### src/rtl/pva_pkg.sv
package pva_pkg;

  typedef enum logic [1:0] {
    CMD_NOTE_ON   = 2'd0,
    CMD_NOTE_OFF  = 2'd1,
    CMD_ALL_OFF   = 2'd2,
    CMD_VOICE_DONE = 2'd3
  } cmd_t;

  typedef struct packed {
    logic capture;
    logic scan_en;
    logic finish;
  } ctrl_t;

  typedef struct packed {
    logic in_scan;
    logic scan_last;
  } stat_t;

endpackage

### src/rtl/pva_ctrl.sv
module pva_ctrl (
  input  logic            clk,
  input  logic            rst,
  input  logic            in_valid,
  output logic            in_ready,
  output logic            out_valid,
  input  logic            out_ready,
  input  pva_pkg::stat_t  stat,
  output pva_pkg::ctrl_t  ctrl
);

  typedef enum logic [3:0] {
    S_IDLE   = 4'b0001,
    S_SCAN   = 4'b0010,
    S_DRAIN  = 4'b0100,
    S_FINISH = 4'b1000
  } state_t;

  state_t state;
  state_t state_next;
  logic   accept;
  logic   finish;

  assign in_ready = (state == S_IDLE);
  assign accept   = in_valid && in_ready;
  assign finish   = (state == S_FINISH) && (!out_valid || out_ready);

  assign ctrl.capture = accept;
  assign ctrl.scan_en = (state == S_SCAN);
  assign ctrl.finish  = finish;

  always_comb begin
    state_next = state;
    unique case (state)
      S_IDLE: begin
        if (accept) begin
          state_next = stat.in_scan ? S_SCAN : S_FINISH;
        end
      end
      S_SCAN: begin
        if (stat.scan_last) begin
          state_next = S_DRAIN;
        end
      end
      S_DRAIN: begin
        state_next = S_FINISH;
      end
      S_FINISH: begin
        if (finish) begin
          state_next = S_IDLE;
        end
      end
      default: begin
        state_next = S_IDLE;
      end
    endcase
  end

  always_ff @(posedge clk) begin
    if (rst) begin
      state     <= S_IDLE;
      out_valid <= 1'b0;
    end else begin
      state <= state_next;
      if (finish) begin
        out_valid <= 1'b1;
      end else if (out_ready) begin
        out_valid <= 1'b0;
      end
    end
  end

endmodule

### src/rtl/pva_datapath.sv
module pva_datapath #(
  parameter int NUM_VOICES = 16,
  parameter int AGE_BITS   = 16
) (
  input  logic            clk,
  input  logic            rst,
  input  pva_pkg::ctrl_t  ctrl,
  output pva_pkg::stat_t  stat,
  input  logic [1:0]      command,
  input  logic [6:0]      note,
  input  logic [6:0]      velocity,
  input  logic [3:0]      voice_select,
  output logic            started,
  output logic [3:0]      voice_index,
  output logic            stolen,
  output logic [6:0]      start_note,
  output logic [6:0]      start_velocity,
  output logic            glide_valid,
  output logic [6:0]      glide_from_note,
  output logic [15:0]     released_mask
);

  localparam int IDXW = $clog2(NUM_VOICES);
  localparam int IXW  = (IDXW > 4) ? IDXW : 4;
  localparam int MW   = (NUM_VOICES > 16) ? NUM_VOICES : 16;

  logic [NUM_VOICES-1:0] active;
  logic [NUM_VOICES-1:0] releasing;
  logic [AGE_BITS-1:0]   age_mem [NUM_VOICES];
  logic [6:0]            note_mem [NUM_VOICES];
  logic [AGE_BITS-1:0]   age_rd;
  logic [6:0]            note_rd;

  logic [1:0]            cmd_reg;
  logic [6:0]            note_reg;
  logic [6:0]            vel_reg;
  logic [3:0]            sel_reg;
  logic [6:0]            last_note;
  logic                  last_valid;

  logic [IDXW-1:0]       cnt;
  logic                  s1_valid;
  logic [IDXW-1:0]       s1_idx;

  logic                  free_found;
  logic [IDXW-1:0]       free_idx;
  logic                  best_found;
  logic [IDXW-1:0]       best_idx;
  logic [AGE_BITS-1:0]   best_age;
  logic [15:0]           scan_mask;

  logic                  is_on;
  logic                  is_off;
  logic                  is_all;
  logic                  is_done;
  logic [AGE_BITS-1:0]   aged;
  logic                  s1_active;
  logic [IDXW-1:0]       pick;
  logic [IXW-1:0]        pick_wide;
  logic [IXW-1:0]        sel_wide;
  logic [IDXW-1:0]       sel_idx;
  logic                  sel_ok;
  logic [MW-1:0]         all_wide;
  logic [15:0]           all_mask;

  assign is_on   = (cmd_reg == pva_pkg::CMD_NOTE_ON);
  assign is_off  = (cmd_reg == pva_pkg::CMD_NOTE_OFF);
  assign is_all  = (cmd_reg == pva_pkg::CMD_ALL_OFF);
  assign is_done = (cmd_reg == pva_pkg::CMD_VOICE_DONE);

  assign stat.in_scan   = (command == pva_pkg::CMD_NOTE_ON) ||
                          (command == pva_pkg::CMD_NOTE_OFF);
  assign stat.scan_last = (cnt == IDXW'(NUM_VOICES - 1));

  assign s1_active = active[s1_idx];
  assign aged      = (age_rd == {AGE_BITS{1'b1}}) ? age_rd : age_rd + 1'b1;

  // With no idle voice left, the oldest one is stolen.
  assign pick      = free_found ? free_idx : best_idx;
  assign pick_wide = IXW'(pick);

  assign sel_wide = IXW'(sel_reg);
  assign sel_idx  = sel_wide[IDXW-1:0];
  assign sel_ok   = (32'(sel_reg) < 32'(NUM_VOICES));

  assign all_wide = MW'(active & ~releasing);
  assign all_mask = all_wide[15:0];

  // Registered reads, one voice per cycle.
  always_ff @(posedge clk) begin
    if (ctrl.scan_en) begin
      age_rd  <= age_mem[cnt];
      note_rd <= note_mem[cnt];
    end
  end

  // Ages are only meaningful for active voices, so no reset pass is needed.
  always_ff @(posedge clk) begin
    if (s1_valid && is_on && s1_active) begin
      age_mem[s1_idx] <= aged;
    end else if (ctrl.finish && is_on) begin
      age_mem[pick] <= '0;
    end
  end

  always_ff @(posedge clk) begin
    if (ctrl.finish && is_on) begin
      note_mem[pick] <= note_reg;
    end
  end

  always_ff @(posedge clk) begin
    if (ctrl.capture) begin
      cmd_reg  <= command;
      note_reg <= note;
      vel_reg  <= velocity;
      sel_reg  <= voice_select;
    end
    if (ctrl.capture) begin
      cnt <= '0;
    end else if (ctrl.scan_en && !stat.scan_last) begin
      cnt <= cnt + 1'b1;
    end
    s1_idx <= cnt;
  end

  always_ff @(posedge clk) begin
    if (rst) begin
      active     <= '0;
      releasing  <= '0;
      last_valid <= 1'b0;
      s1_valid   <= 1'b0;
      free_found <= 1'b0;
      best_found <= 1'b0;
    end else begin
      s1_valid <= ctrl.scan_en;
      if (ctrl.capture) begin
        free_found <= 1'b0;
        best_found <= 1'b0;
        scan_mask  <= '0;
      end else if (s1_valid) begin
        if (is_on) begin
          if (!s1_active) begin
            if (!free_found) begin
              free_found <= 1'b1;
              free_idx   <= s1_idx;
            end
          end else if (!best_found || aged > best_age) begin
            best_found <= 1'b1;
            best_idx   <= s1_idx;
            best_age   <= aged;
          end
        end else if (s1_active && note_rd == note_reg) begin
          // Voices above fifteen shift out of the mask.
          if (!releasing[s1_idx]) begin
            scan_mask <= scan_mask | (16'd1 << s1_idx);
          end
          releasing[s1_idx] <= 1'b1;
        end
      end

      if (ctrl.finish) begin
        started         <= is_on;
        voice_index     <= is_on ? pick_wide[3:0] : 4'd0;
        stolen          <= is_on && !free_found;
        start_note      <= is_on ? note_reg : 7'd0;
        start_velocity  <= is_on ? vel_reg : 7'd0;
        glide_valid     <= is_on && last_valid;
        glide_from_note <= (is_on && last_valid) ? last_note : 7'd0;
        priority if (is_off) begin
          released_mask <= scan_mask;
        end else if (is_all) begin
          released_mask <= all_mask;
        end else begin
          released_mask <= '0;
        end

        if (is_on) begin
          active[pick]    <= 1'b1;
          releasing[pick] <= 1'b0;
          last_note       <= note_reg;
          last_valid      <= 1'b1;
        end else if (is_all) begin
          releasing <= releasing | active;
        end else if (is_done && sel_ok) begin
          active[sel_idx]    <= 1'b0;
          releasing[sel_idx] <= 1'b0;
        end
      end
    end
  end

endmodule

### src/rtl/polyphonic_voice_allocator.sv
// Polyphonic voice allocator with oldest-note stealing.
// Input channel (in_valid/in_ready) carries one note event per transaction:
// command, note, velocity and voice_select. Output channel (out_valid/
// out_ready) returns exactly one result transaction per input transaction.
// Note on and note off walk the voice table one voice per cycle through a
// single read port of the age and note memories before their result is
// loaded. All notes off and voice done need no walk and go straight to
// loading their result. One event is in flight at a time; in_ready returns
// as the result is loaded, and the next event is accepted while that result
// waits.
// If the receiver stalls, a finished event holds in the controller until the
// output register is free; nothing is dropped.
// Reset clears every voice's active and releasing flags and forgets the
// previous note. Voice ages and notes need no clearing pass because they
// are only read for voices that are active.
module polyphonic_voice_allocator #(
  parameter int NUM_VOICES = 16,
  parameter int AGE_BITS   = 16
) (
  input  logic        clk,
  input  logic        rst,
  input  logic        in_valid,
  output logic        in_ready,
  input  logic [1:0]  command,
  input  logic [6:0]  note,
  input  logic [6:0]  velocity,
  input  logic [3:0]  voice_select,
  output logic        out_valid,
  input  logic        out_ready,
  output logic        started,
  output logic [3:0]  voice_index,
  output logic        stolen,
  output logic [6:0]  start_note,
  output logic [6:0]  start_velocity,
  output logic        glide_valid,
  output logic [6:0]  glide_from_note,
  output logic [15:0] released_mask
);

  pva_pkg::ctrl_t ctrl;
  pva_pkg::stat_t stat;

  pva_ctrl u_ctrl (
    .clk       (clk),
    .rst       (rst),
    .in_valid  (in_valid),
    .in_ready  (in_ready),
    .out_valid (out_valid),
    .out_ready (out_ready),
    .stat      (stat),
    .ctrl      (ctrl)
  );

  pva_datapath #(
    .NUM_VOICES (NUM_VOICES),
    .AGE_BITS   (AGE_BITS)
  ) u_datapath (
    .clk             (clk),
    .rst             (rst),
    .ctrl            (ctrl),
    .stat            (stat),
    .command         (command),
    .note            (note),
    .velocity        (velocity),
    .voice_select    (voice_select),
    .started         (started),
    .voice_index     (voice_index),
    .stolen          (stolen),
    .start_note      (start_note),
    .start_velocity  (start_velocity),
    .glide_valid     (glide_valid),
    .glide_from_note (glide_from_note),
    .released_mask   (released_mask)
  );

endmodule
### config.mk
export PLATFORM = sky130hd
export DESIGN_NAME = polyphonic_voice_allocator
export DESIGN_NICKNAME = d
export VERILOG_FILES = /design/src/rtl/pva_pkg.sv /design/src/rtl/pva_ctrl.sv /design/src/rtl/pva_datapath.sv /design/src/rtl/polyphonic_voice_allocator.sv
export SDC_FILE = /design/constraint.sdc
export NUM_CORES = 1
export LEC_CHECK = 0
export BUFFER_PORTS_ARGS = -buffer_cell sky130_fd_sc_hd__buf_2
export CELL_PAD_IN_SITES_DETAIL_PLACEMENT = 0
export CELL_PAD_IN_SITES_GLOBAL_PLACEMENT = 2
export CORE_ASPECT_RATIO = 1.4
export CORE_MARGIN = 3
export CORE_UTILIZATION = 45
export CTS_CLUSTER_SIZE = 40
export DETAILED_ROUTE_END_ITERATION = 12
export GPL_ROUTABILITY_DRIVEN = 0
export PLACE_DENSITY = 0.88
export SLEW_MARGIN = 15
export SYNTH_ARGS = -nofsm -noshare
export SYNTH_HDL_FRONTEND = slang
export SYNTH_SLANG_ARGS = --single-unit
### constraint.sdc
create_clock -name clk -period 5.7 [get_ports clk]
set_input_delay 0.285 -clock clk [delete_from_list [all_inputs] [get_ports clk]]
set_output_delay 0.285 -clock clk [all_outputs]
set_load 0.02 [all_outputs]
# Word-level counts from Yosys, hierarchy flattened
# Memory sizes are Yosys's and may differ from the RTL's. A register that Yosys moved wholly into a read port is not among the register bits.
# Index checks and enable logic that the tools add are counted.
# totals
reg_bits	160
ram_bits	368
in_bits	24
out_inout_bits	46
elab_cells	154
memories	2
# op_classes
addsub	2
magnitude_cmp	7
n_eq_ne	17
n_shift	1
n_mux	46
n_bitwise	15
n_reduce_logical	37
# mem_list
memory	depth	width	rd	rd_ports_with_merged_regs	wr	line	text
u_datapath.age_mem	16	16	1	1	1	pva_datapath.sv:29	logic [AGE_BITS-1:0] age_mem [NUM_VOICES];
u_datapath.note_mem	16	7	1	1	1	pva_datapath.sv:30	logic [6:0] note_mem [NUM_VOICES];
# op_table
cell	count
$mux W16	20
$and A16 B16 Y16	4
$or A16 B16 Y16	4
$not A16 Y16	3
$mux W4	6
$add A16 B1 Y16 const B	1
$eq A16 B16 Y1 const B	1
$gt A16 B16 Y1	1
$pmux W4 S4	1
$reduce_or A16 Y1	1
$shl A1 B4 Y16 const A	1
$lt A4 B5 Y1 const B	3
$mux W1	14
$demux W1 S4	3
$ge A4 B1 Y1 const B	3
$logic_and A1 B1 Y1	12
$reduce_and A3 Y1	4
$reduce_and A6 Y1	2
$bmux W1 S4	2
$eq A4 B4 Y1 const B	2
$ne A2 B2 Y1 const B	4
$reduce_bool A2 Y1	4
$eq A7 B7 Y1	1
$reduce_and A5 Y1	1
other kinds (14)	27

# Depth between registers and ports, before layout
# logic_depth
word_depth	15
ltp_mapped	11
mapped_depth_nobuf	11

# Modules after synthesis
# Synthesis repeated with hierarchy kept, for this count alone.
# hier_totals
hier_cells	1363
hier_area_um2	23002.1
# modules_own_cells
mod	instances	cells_each	area_each_um2	seq_area_each_um2
pva_datapath	1	1332	22711.8	15955.3
pva_ctrl	1	31	290.3	100.1

# Worst setup path before layout
# No wires, ideal clock.
# synth_path
kind	reg2reg
from	reg u_datapath.age_rd[0], read port of u_datapath.age_mem
to	reg u_datapath.best_age[0], enable pin
setup_time_ns	0.409
arrival_ns	3.709
required_time_ns	5.291
path_slack_ns	1.582
stages_incl_launch_ff	12
path_buffers	0
period_less_slack_ns	4.118
path_cell_list	edfxtp_1 ha_1 inv_1 or4_4 o21ai_0 xnor2_1 ha_1 a21o_1 a21o_1 a21oi_1 or4_1 a31oi_1
# synth_between
elab_chain_cells	5
word_cells_on_any_way	6
classes_between	1 x add/sub; 1 x order compare; 1 x eq/ne; 1 x mux; 2 x reduce/logical
# synth_rtl
item	line	text
start, declared	pva_datapath.sv:31	logic [AGE_BITS-1:0] age_rd;
$add A16 B1 Y16 or $eq A16 B16 Y1 (tied branches)	pva_datapath.sv:76	assign aged = (age_rd == {AGE_BITS{1'b1}}) ? age_rd : age_rd + 1'b1;
$mux W16 *	pva_datapath.sv:76	
via u_datapath.aged[5]	pva_datapath.sv:56	logic [AGE_BITS-1:0] aged;
$gt A16 B16 Y1 *	pva_datapath.sv:148	end else if (!best_found || aged > best_age) begin
$logic_or A1 B1 Y1 *	pva_datapath.sv:148	
$reduce_and A6 Y1 (no source line) *	n/a	
end signal, assigned	pva_datapath.sv:151	best_age <= aged;
end, declared	pva_datapath.sv:49	logic [AGE_BITS-1:0] best_age;
# Mark *: on every way through the listed nets, which the timed path passes. The rest lies on a longest branch.
# A chain may end at the register's enable or synchronous reset.

# Final worst setup path
# layout_path
from	reg u_datapath.age_rd[0], read port of u_datapath.age_mem
to	reg u_datapath.best_idx[1], enable pin
# layout_between
elab_chain_cells	5
word_cells_on_any_way	6
classes_between	1 x add/sub; 1 x order compare; 1 x eq/ne; 1 x mux; 2 x reduce/logical
# layout_rtl
item	line	text
$add A16 B1 Y16 or $eq A16 B16 Y1 (tied branches)	pva_datapath.sv:76	
$mux W16 *	pva_datapath.sv:76	
via u_datapath.aged[5]	pva_datapath.sv:56	
$gt A16 B16 Y1 *	pva_datapath.sv:148	
$logic_or A1 B1 Y1 *	pva_datapath.sv:148	
$reduce_and A6 Y1 (no source line) *	n/a	
end signal, assigned	pva_datapath.sv:150	best_idx <= s1_idx;
end, declared	pva_datapath.sv:48	logic [IDXW-1:0] best_idx;
# Marked as above.

==> results <==
- Synthesis produced a netlist with a net count of 1439.
- The peak supply drop is 0.220 mV.
- Dividing the detail-routed wire length by the instance count gives 24.5 um.
- Leaving out fill and tap cells, the most frequent cells in the layout are sky130_fd_sc_hd__edfxtp_1 (502), sky130_fd_sc_hd__mux4_2 (119), sky130_fd_sc_hd__nor2_1 (82).
- The setup path with the least slack is of type reg -> reg.
- The run finished with clean final reports.
- The clock net in this run drives a total of 551 sinks.
- The number of flops mapped to enable cells by yosys is 502.
- Summed over all layers, the routed wires come to 53.0 mm.
- The worst-case setup slack after placement is 1670 ps.
- The transition time at the pin with the least slew margin is 1180 ps.
- Excluding fillers, the count of instances in the completed layout stands at 2162.
- The mapped netlist covers 0.0232 sq mm.
- The share of flip-flops with an asynchronous set or reset is 0%.
- With fillers left out, the area of the finished cells amounts to 0.0262 sq mm.
- Across the run, the number of max-cap violations was 0.
- The number of hold-slack violations in the final timing report came to 0.
- The met2 wirelength from detailed routing is 27.6 mm.
- The floorplan core area is 0.0505 sq mm.
- The number of buffers created by CTS is 50.
- The H-tree was split into 2 levels.
- The flip-flop count of the largest register, all copies and words added is 256.
- The net total in the final layout is 1526.
- Clock-pin slew was measured on the worst setup and hold paths at 70 ps.
- The worst slew margin relative to its limit is 21.0%.
- For this run, the detailed router's first-pass iteration total came to 5.
- The most common cell after layout, fill and taps aside is sky130_fd_sc_hd__edfxtp_1.
- The number of global-route vias before repair is 13318.
- Using the TritonRoute via totals, the vias-per-cell ratio works out to 5.97.
- u_datapath.age_mem holds more flip-flops than any other register.
- Of the synthesized area, sequential elements account for 69.2%.
- The number of gates resized after cts is 0.
- The cell sitting at the root of the clock tree is a sky130_fd_sc_hd__clkbuf_16.
- The sum of routed wire segments on met1 is 21.0 mm.
- The clock insertion delay at the later pin of the skew report is 590 ps.
- The detailed router finished its first iteration with 956 violations.
- The initial antenna violation count came to 0.
- After synthesis, the netlist uses 80 different library cells.
- The number of design rule violations left after detail routing is 0.
- The worst path meets setup with 1680 ps of slack.
- The maximum clock skew at final layout is 25.7 ps.
- Compared with the post-synthesis result, the final layout area differs by 12.9%.
- The smallest clock period supported by the final layout is computed as 4020 ps.
- The topmost layer with routed signal wires is met4.
- The biggest area consumer among synthesized cells is sky130_fd_sc_hd__edfxtp_1.
- The final number of max-transition violations was 0.
- The maximum root-to-sink buffer count is 3.
- The warning count from the yosys run is 0.
- The combined global-route utilization of all metal layers is 19.8%.
- The endpoint required time on the critical path is 5980 ps.
- The largest registers in the layout are u_datapath.age_mem: 256 flops, u_datapath.note_mem: 112 flops.
- The first global-routing pass estimated 81.8 mm of wire.
- The number of vias after detailed routing is 12911.
- After layout, the worst path uses 70.5% of the clock period.
- The path class of the tightest hold or removal check is in -> reg.
- The largest net degree at the start of global routing is 62.
- In this run the biggest area consumer among cell types represents 65.0% of the synthesized area.
- For the worst flop-to-flop path, the logic depth is 12.
- The initial utilization of the core area, before any placement, comes to 45.9%.
- The instance count of the mapped netlist is 1393.
- For this run, the leading register cell type out of synthesis is sky130_fd_sc_hd__edfxtp_1.
- The area of the die is 0.0543 sq mm.
- Detailed routing placed a total of 2.34 mm of wire on met3.
- The antenna diode count is 0.
- The half-perimeter wire length after detailed placement is 35.4 mm.
- Setup repair after global routing left no endpoint under its margin.
- The fmax is 249 MHz.
- The overflow left after global routing is 0.
- The areal power density over the cells is 334 mW/mm^2.
- The top-level I/O count is 70.
- The arrival time reported for the critical path endpoint is 4300 ps.
- The width of the chip is 198 um.
- The height of the die is 275 um.
- Sorting the synthesized cells by area gives the leading types as sky130_fd_sc_hd__edfxtp_1 (65%), sky130_fd_sc_hd__mux4_2 (12%), sky130_fd_sc_hd__dfxtp_1 (4.2%), sky130_fd_sc_hd__a21oi_1 (2.0%), sky130_fd_sc_hd__nor2_1 (1.3%).
- Summing all placed instances gives a cell area of 0.0242 sq mm.
- The endpoint type of the worst setup path is a flop.
- The kind of start point of the critical path is a flop.
- Along the worst path, the maximum fanout reaches 11.
- The TritonCTS clock tree is done.
- The mean cell area of the mapped netlist is 16.7 sq um.
- The initialized floorplan defines 97 standard-cell rows.
- The number of register bits inferred by synthesis is 551.
- Setup violations remaining at the end of the flow were counted as 0.
- The cell count after placement is 2051.
- The fraction of final layout cells sized beyond drive strength 1 is 23.3%.
- The final total negative setup slack is 0 ps.
- Buffers placed on the I/O ports in this run total 69.
- The worst hold path depth is 4.
- Summed over all cells, the static leakage comes to 8.22 nW.
- Cells fill 51.9% of the core in the end.
- The detail route stage leaves a number of antenna-violating nets equal to 0.
## layout make-up
type	instances	area (sq um)
inverters	43	161
clock inverters	33	359
flip-flops and latches	551	16100
repair buffers	109	708
fillers	4028	24300
clock buffers	58	1280
well taps	643	805
multi-input cells	725	6800
## cell families (layout without fill, tap and decap cells)
logic type	Yosys count	in the layout	synth area share, %
compound gates	228	228	6.49
xor+xnor	22	22	0.831
fa+ha+maj	22	22	1.19
buf+inv	117	243	2.36
flops	551	551	69.2
mux	135	135	12.3
simple gates	318	318	7.61
## metal layers
| metal | track usage (%) | vias up |
|---|---|---|
| met2 | 34.5 | 421 |
| met3 | 2.23 | 114 |
| met1 | 25.5 | 6650 |
| li1 | - | 5726 |
| met5 | 0 | - |
| met4 | 7.77 | 0 |
## stage by stage
stage	power [mW]	hold slack (ps)
finish	8.75	47.9
global route	9.04	44.4
floorplan	5.25	326
CTS	8.83	33.9
global placement	5.46	463
detailed placement	5.49	463
## critical path, stage by stage (launching register included)
cell                       delay, ps
sky130_fd_sc_hd__edfxtp_1        430
sky130_fd_sc_hd__ha_1            300
sky130_fd_sc_hd__inv_1           130
sky130_fd_sc_hd__or4_4           560
sky130_fd_sc_hd__o21ai_0         220
sky130_fd_sc_hd__xnor2_1         140
sky130_fd_sc_hd__ha_1            330
sky130_fd_sc_hd__a21o_1          120
sky130_fd_sc_hd__a21o_1          100
sky130_fd_sc_hd__a21oi_1          60
sky130_fd_sc_hd__or4_1           430
sky130_fd_sc_hd__a31oi_2         570
sky130_fd_sc_hd__buf_4           320
## cells in the mapped netlist, types with 3 or more instances
library cell and count:
sky130_fd_sc_hd__nand2_1 54, sky130_fd_sc_hd__nor3b_1 10, sky130_fd_sc_hd__a22oi_1 6, sky130_fd_sc_hd__nand4_1 15
sky130_fd_sc_hd__buf_2 22, sky130_fd_sc_hd__a32oi_2 4, sky130_fd_sc_hd__and2_1 18, sky130_fd_sc_hd__a221oi_1 9
sky130_fd_sc_hd__buf_1 10, sky130_fd_sc_hd__a211oi_1 8, sky130_fd_sc_hd__o21ai_1 4, sky130_fd_sc_hd__dfxtp_1 49
sky130_fd_sc_hd__nand3b_1 9, sky130_fd_sc_hd__or2_2 8, sky130_fd_sc_hd__xnor2_1 13, sky130_fd_sc_hd__nor2_1 83
sky130_fd_sc_hd__nor3_2 4, sky130_fd_sc_hd__a311oi_1 9, sky130_fd_sc_hd__edfxtp_1 502, sky130_fd_sc_hd__buf_6 8
sky130_fd_sc_hd__nand2b_1 12, sky130_fd_sc_hd__xor2_1 9, sky130_fd_sc_hd__mux4_2 119, sky130_fd_sc_hd__ha_1 22
sky130_fd_sc_hd__o31a_1 3, sky130_fd_sc_hd__a32o_1 8, sky130_fd_sc_hd__inv_1 42, sky130_fd_sc_hd__and3_1 20
sky130_fd_sc_hd__o22a_1 4, sky130_fd_sc_hd__nor2b_1 22, sky130_fd_sc_hd__clkbuf_1 29, sky130_fd_sc_hd__a21o_1 3
sky130_fd_sc_hd__nor3_1 16, sky130_fd_sc_hd__mux2_2 4, sky130_fd_sc_hd__nor4_1 3, sky130_fd_sc_hd__a311o_1 8
sky130_fd_sc_hd__mux2i_1 10, sky130_fd_sc_hd__o21ai_0 39, sky130_fd_sc_hd__a21oi_1 93, sky130_fd_sc_hd__a31oi_1 11
sky130_fd_sc_hd__nand3_1 21
## final timing paths
path                         startpoint                      to  slack [ps]
setup / recovery   u_datapath.age_rd[0]  u_datapath.best_idx[1]        1680
hold / removal                 in_valid         u_ctrl.state[0]          50
setup reg to reg   u_datapath.age_rd[0]  u_datapath.best_idx[1]        1680
hold reg to reg   u_datapath.active[10]   u_datapath.active[10]         530
## where the power goes
part           internal, mW  switching [mW]
Combinational         0.319           0.419
Clock                  1.89            1.45
Sequential             4.53           0.133
## what timing repair did
action / CTS / global route
hold buffers: 20 / 0
endpoints found under the hold margin: 20 / 0
buffers inserted: 0 / 0
Power figures use the tool's default switching activity.
